<file path="src/sv/first_seen_id_assigner_unit_assert.svh">
// assertion macros shared by the first-seen id assigner rtl
// no dependencies; define ASSERT_OFF to compile the checks out
`ifndef FIRST_SEEN_ID_ASSIGNER_UNIT_ASSERT_SVH
`define FIRST_SEEN_ID_ASSIGNER_UNIT_ASSERT_SVH

`ifndef ASSERT_OFF

`define FSIA_ASSERT_IMPLY(lbl, clk, rst_n, ante, cons) \
    lbl: assert property (@(posedge clk) disable iff (!rst_n) (ante) |-> (cons)) \
        else $error("fsia assertion failed");

`define FSIA_ASSERT_NEXT(lbl, clk, rst_n, ante, cons) \
    lbl: assert property (@(posedge clk) disable iff (!rst_n) (ante) |=> (cons)) \
        else $error("fsia assertion failed");

`else

`define FSIA_ASSERT_IMPLY(lbl, clk, rst_n, ante, cons)

`define FSIA_ASSERT_NEXT(lbl, clk, rst_n, ante, cons)

`endif

`endif

</file>
<file path="src/sv/fsia_fifo.sv">
// small register queue with push/full and pop/empty sides
// generic width; depends on first_seen_id_assigner_unit_assert.svh
`include "first_seen_id_assigner_unit_assert.svh"

module fsia_fifo #(
    parameter int WIDTH = 8,
    parameter int DEPTH = 2
) (
    input  logic             i_clk,
    input  logic             i_rst_n,
    input  logic             i_push,
    output logic             o_full,
    input  logic [WIDTH-1:0] i_data,
    input  logic             i_pop,
    output logic             o_empty,
    output logic [WIDTH-1:0] o_data
);

    localparam int PW = (DEPTH > 1) ? $clog2(DEPTH) : 1;
    localparam int CW = $clog2(DEPTH + 1);

    logic [WIDTH-1:0] r_mem [DEPTH];
    logic [PW-1:0]    r_wr_ptr;
    logic [PW-1:0]    r_rd_ptr;
    logic [CW-1:0]    r_count;
    logic [PW-1:0]    n_wr_ptr;
    logic [PW-1:0]    n_rd_ptr;
    logic [CW-1:0]    n_count;
    logic             do_push;
    logic             do_pop;

    assign o_full  = (r_count == CW'(DEPTH));
    assign o_empty = (r_count == '0);
    assign o_data  = r_mem[r_rd_ptr];
    assign do_push = i_push && !o_full;
    assign do_pop  = i_pop && !o_empty;

    always_comb begin
        n_wr_ptr = r_wr_ptr;
        n_rd_ptr = r_rd_ptr;
        n_count  = r_count;
        if (do_push) begin
            n_wr_ptr = (r_wr_ptr == PW'(DEPTH - 1)) ? '0 : r_wr_ptr + 1'b1;
        end
        if (do_pop) begin
            n_rd_ptr = (r_rd_ptr == PW'(DEPTH - 1)) ? '0 : r_rd_ptr + 1'b1;
        end
        if (do_push && !do_pop) begin
            n_count = r_count + 1'b1;
        end else if (do_pop && !do_push) begin
            n_count = r_count - 1'b1;
        end
    end

    always_ff @(posedge i_clk) begin
        if (!i_rst_n) begin
            r_wr_ptr <= '0;
            r_rd_ptr <= '0;
            r_count  <= '0;
        end else begin
            r_wr_ptr <= n_wr_ptr;
            r_rd_ptr <= n_rd_ptr;
            r_count  <= n_count;
        end
    end

    always_ff @(posedge i_clk) begin
        if (do_push) begin
            r_mem[r_wr_ptr] <= i_data;
        end
    end

    `FSIA_ASSERT_IMPLY(a_fifo_bound, i_clk, i_rst_n, 1'b1, r_count <= CW'(DEPTH))
    `FSIA_ASSERT_NEXT(a_fifo_fill, i_clk, i_rst_n, do_push && !do_pop, r_count == $past(r_count) + 1'b1)
    `FSIA_ASSERT_NEXT(a_fifo_drain, i_clk, i_rst_n, do_pop && !do_push, r_count == $past(r_count) - 1'b1)

endmodule

</file>
<file path="config.mk">
export PLATFORM = sky130hd
export DESIGN_NAME = fsia_fifo
export DESIGN_NICKNAME = d
export VERILOG_FILES = /design/src/sv/fsia_fifo.sv
export VERILOG_INCLUDE_DIRS = /design/src /design/src/sv
export SDC_FILE = /design/constraint.sdc
export NUM_CORES = 1
export LEC_CHECK = 0
export BUFFER_PORTS_ARGS = -buffer_cell sky130_fd_sc_hd__buf_2
export CORE_UTILIZATION = 40
export CTS_CLUSTER_SIZE = 16
export DETAILED_ROUTE_END_ITERATION = 10
export PLACE_DENSITY = 0.7
export SYNTH_ARGS = -nofsm -noshare
export SYNTH_HDL_FRONTEND = slang
export SYNTH_SLANG_ARGS = --single-unit
</file>
<file path="constraint.sdc">
create_clock -name i_clk -period 2.25 [get_ports i_clk]
set_input_delay 0.225 -clock i_clk [delete_from_list [all_inputs] [get_ports i_clk]]
set_output_delay 0.225 -clock i_clk [all_outputs]
set_load 0.05 [all_outputs]
</file>
== Word level (Yosys, flattened, before mapping) ==
Memory sizes are Yosys's and may differ from the RTL's. A register that Yosys moved wholly into a read port is not among the register bits.
Cells that the tools add are included.
Operators by class
  multiplexer cells: 8
  $add $sub $neg: 4
  equal/unequal tests: 1
  reductions and logical operators: 10
Operators by type and width (number)
  $mux 1: 6
  $logic_and 1x1->1: 4
  $logic_not 1->1: 4
  $mux 2: 2
  $add 1x1->1 const B: 2
  $add 2x1->2 const B: 1
  $eq 2x2->1 const B: 1
  $logic_not 2->1: 1
  $reduce_bool 2->1: 1
  $sub 2x1->2 const B: 1
Word-level totals
  output and inout bits: 10
  input port bits: 12
  bits in registers: 4
  RAM bits: 16
  memories: 1
  logic and storage cells: 27
Memory list
  r_mem: depth 2, bits a word 8, read ports 1, clocked after Yosys merged registers in 1, write ports 1, RTL line fsia_fifo.sv:22  | logic [WIDTH-1:0] r_mem [DEPTH];

== Depth between registers and ports, before layout ==
  word-level depth: 7
  mapped depth: 7
  depth with buffers taken out: 7

== Least setup slack after synthesis ==
Ideal clock, no wire load.
  kind: reg-to-reg
  start: reg r_count[0]
  end: reg r_count[1]
  period minus slack after synthesis: 1.629 ns
  slack: 0.621 ns
  buffers on the path: 0
  setup time: 0.070 ns
  data arrival time: 1.559 ns
  cell stages (with the launch flop): 7
  required time: 2.180 ns
  cells stage by stage: dfxtp_1 nand2b_1 inv_2 nor2_1 ha_1 or3_1 a21boi_1
Between the ends
  cells in the longest elaborated chain, start to end: 6
  elaborated cells between the ends (all ways): 15
  classes of those cells: add/sub (2); eq/ne (1); mux (2); reduce/logical (10)
Ends and longest elaborated chain
  start: declaration: RTL line fsia_fifo.sv:25  | logic [CW-1:0] r_count;
  start signal: assignment: RTL line fsia_fifo.sv:63  | r_count <= n_count;
  $eq 2x2->1 (*): RTL line fsia_fifo.sv:32  | assign o_full = (r_count == CW'(DEPTH));
  named net o_full: RTL line fsia_fifo.sv:12  | output logic o_full,
  $logic_not 1->1 (*): RTL line fsia_fifo.sv:35  | assign do_push = i_push && !o_full;
  $logic_and 1x1->1 (*): RTL line fsia_fifo.sv:35
  $logic_not 1->1: RTL line fsia_fifo.sv:50  | end else if (do_pop && !do_push) begin
  $logic_and 1x1->1: RTL line fsia_fifo.sv:50
  $reduce_bool 2->1 (no line)
The timed path passes the listed nets; every way through them passes the cells marked *. The select of a mux whose other input is x is not followed.
A chain may end at the register's enable or synchronous reset.

==> reports/summary.txt <==
Net switching component of the power = 497.1 uW
Postcts setup bufs = 0
Minimum clock period after layout = 1.651 ns
Instance count of the mapped netlist = 50
Area occupied by multi-input gates = 216.5 um^2
Type of the worst setup path = register to output pin
Capturing element type of the critical path = output pin
Internal cell power = 732.4 uW
Post-Layout Cell Count = 99
TritonCTS clock tree = yes
Worst skew pair latency = 0.29 ns
Max Buffers Root-to-Sink = 2
Clock-pin slew reported for the worst setup and hold paths after clock tree synthesis = 0.10 ns
X dimension of the die = 46.99 um
Number of nets in the layout = 88
Detailed-routed wire length on met2 = 521 um
Remaining Overflow, GRT = 0
Number of antenna violations at the first check in global routing = 0
Inserted Clock Buffers = 3
Core region area = 1802 um^2
Count of boundary I/O pins = 22
Highest signal layer in the routed design = met4
Final weighted congestion of routability-driven global placement = 0.7223
Setup-failing EPs final = 0
Highest fanout seen on the critical path = 8
Fraction of final layout cells sized beyond drive strength 1 = 45.95%
Synthesis warning total = 0
Switching Share = 40.43%
Count of input and output buffers = 21
Hold/Removal Path Class = primary input to register
Area of the die = 2208 um^2
Aggregate negative setup slack = 0 ns
Worst setup skew after layout = 0.003564 ns
Number of distinct library cells after synthesis = 20
Stage delay of the slowest cell on the critical path = 0.55 ns
Combined area of all synthesized cells = 809.5 um^2
Metal-1 WL = 466 um
Met3 WL post-DR = 68 um
Leakage = 0.3790 nW
Clock sink count = 21
Required time of the worst setup path = 2.03 ns
Total of max-cap violations = 0
Gr usage total = 11.56%
CTS Hold Buffers Added = 0
Tcrit/Tclk final = 73.39%
Final max-slew violation count = 0
Pin count of the biggest net entering global routing = 12
FF+latch count, synth = 21
Total area of sequential cells = 580.6 um^2
Initial DRT Pass Iterations = 3
Number of antenna diodes = 0
Min Hold Slack = 0.1178 ns
Wire length of the first global-routing pass = 1621 um
Post-route DRC = 0
F_max = 0.6056 GHz
Slowest stage cell, crit path = dfxtp_1
Avg WL per Cell = 10.79 um
Outcome = finished, final reports clean
Number of rows in the core area = 15
Ratio of total power to cell area = 1271 nW/um^2
Area share of the largest cell type after synthesis = 59.35%
Unrepaired setup endpoints after global routing = no
Number of instances on the worst hold path = 1
Vias = 456
Post-synth net total = 63
Peak ir drop on the vdd network = 0.7574 mV
Count of cells along the worst register-to-register path = 6
Clock Power Share = 13.6%
Cell Count Post-Placement = 95
Comb power frac = 42.0%
Fill cell count = 162
CP cell instances = mux2_2 -> buf_2
Kind of start point of the critical path = register
Rel. slew slack = 54.73%
Remaining antenna violation count = 0
H-tree depth reported by CTS = 1
Final-report hold violation count = 0
Least-Margin Pin Slew = 0.6754 ns
Reg power frac = 44.4%
Sequential area share after synthesis = 71.72%
Signal arrival time at the worst endpoint = 1.43 ns
Cell chosen for the clock root = clkbuf_4
Vias per inst = 4.606
Avg Cell Area, Syn = 16.19 um^2
Sum of net half-perimeters after detailed placement = 785.2 um
Die height = 46.99 um
Routed wire length = 1068 um
Initial Util = 44.93%
Vias in the first global route = 411
Top cells by area, synth = edfxtp_1 59%, dfxtp_1 12%, mux2_2 11%
Number of cells upsized or downsized after cts = 0
Count of routing violations after the opening detailed-route iteration = 2
Post-synthesis cell type with the largest combined area = edfxtp_1
Syn-to-layout area delta = 19.47%
-- synthesized netlist by cell type --
library cell,count
and2_1,3
ha_1,1
xor2_1,1
dfxtp_1,5
mux2_2,8
o21ai_0,1
xnor2_1,2
o21a_1,1
nand2b_1,1
a21boi_0,1
inv_2,1
o21ai_1,1
inv_1,1
nor2_1,2
or3_1,1
a21boi_1,1
edfxtp_1,16
buf_2,1
nor3_2,1
and3_1,1
-- stage by stage --
| stage | instance area, um^2 | util (%) | setup slack, ns | power, mW |
|---|---|---|---|---|
| floorplan | 809.5 | - | 0.6208 | 0.9777 |
| global placement | 940.9 | 52.22 | 0.7471 | 1.071 |
| detailed placement | 940.9 | 52.22 | 0.7138 | 1.076 |
| CTS | 967.2 | 53.68 | 0.5629 | 1.246 |
| global route | 967.2 | 53.68 | 0.5060 | 1.303 |
| finish | 967.2 | 53.68 | 0.5988 | 1.229 |
-- worst paths after layout --
| path | from | slack, ns | end |
|---|---|---|---|
| hold reg to reg | r_count[1]$_SDFFE_PN0P_ | 0.54 | r_count[1]$_SDFFE_PN0P_ |
| setup / recovery | register | 0.60 | o_data[3] |
| setup reg to reg | r_count[0]$_SDFFE_PN0P_ | 0.70 | r_count[1]$_SDFFE_PN0P_ |
| hold / removal | i_data[3] | 0.12 | r_mem[1][3]$_DFFE_PP_ |
-- power groups by stage --
| stage | sequential [mW] | clock (mW) | combinational (mW) |
|---|---|---|---|
| detailed placement | 0.556 | 0 | 0.520 |
| CTS | 0.548 | 0.174 | 0.524 |
| floorplan | 0.529 | 0 | 0.449 |
| global placement | 0.553 | 0 | 0.518 |
| global route | 0.558 | 0.189 | 0.557 |
| finish | 0.545 | 0.167 | 0.517 |
-- sequential cells by signal (all words and copies together), names as in the netlist, named ones only --
signal,count
r_count,2
r_mem,16
r_rd_ptr,1
r_wr_ptr,1
-- cells in the final DEF, fill, tap and decap left out --
cell	instances
a21boi_0	1
a21boi_1	1
and2_1	3
and3_1	1
buf_2	21
clkbuf_1	1
clkbuf_4	3
dfxtp_1	5
edfxtp_1	16
ha_1	1
inv_1	1
inv_2	1
mux2_2	8
nand2b_1	1
nor2_1	2
nor3_2	1
o21a_1	1
o21ai_0	1
o21ai_1	1
or3_1	1
xnor2_1	2
xor2_1	1
-- worst max-delay path, delay by kind of cell, from the launching register on --
family                 cells  cell delay, ns
muxes                      1            0.38
DFF                        1            0.55
buffers and inverters      1            0.21
-- final cells by class --
type	instances	area share [%]
Sequential cell	21	60.03
Multi-Input combinational cell	26	22.38
Timing Repair Buffer	21	10.87
Tap cell	25	3.234
Clock buffer	4	2.717
Inverter	2	0.7762
-- routing by layer --
metal  track usage (%)  vias to the layer above
li1                  -                      228
met1             12.44                      211
met2             17.78                       15
met3             5.385                        2
met4             8.571                        0
met5                 0                        -
-- cells by family after synthesis --
kind of cell | synth area share (%)
XOR/XNOR | 3.246
multiplexers | 11.13
AO/OA/AOI/OAI | 4.018
adder cells (fa/ha/maj) | 1.545
buffers and inverters | 1.544
flip-flops | 71.72
AND/OR/NAND/NOR | 6.803
(Power assumes the default switching activity.)
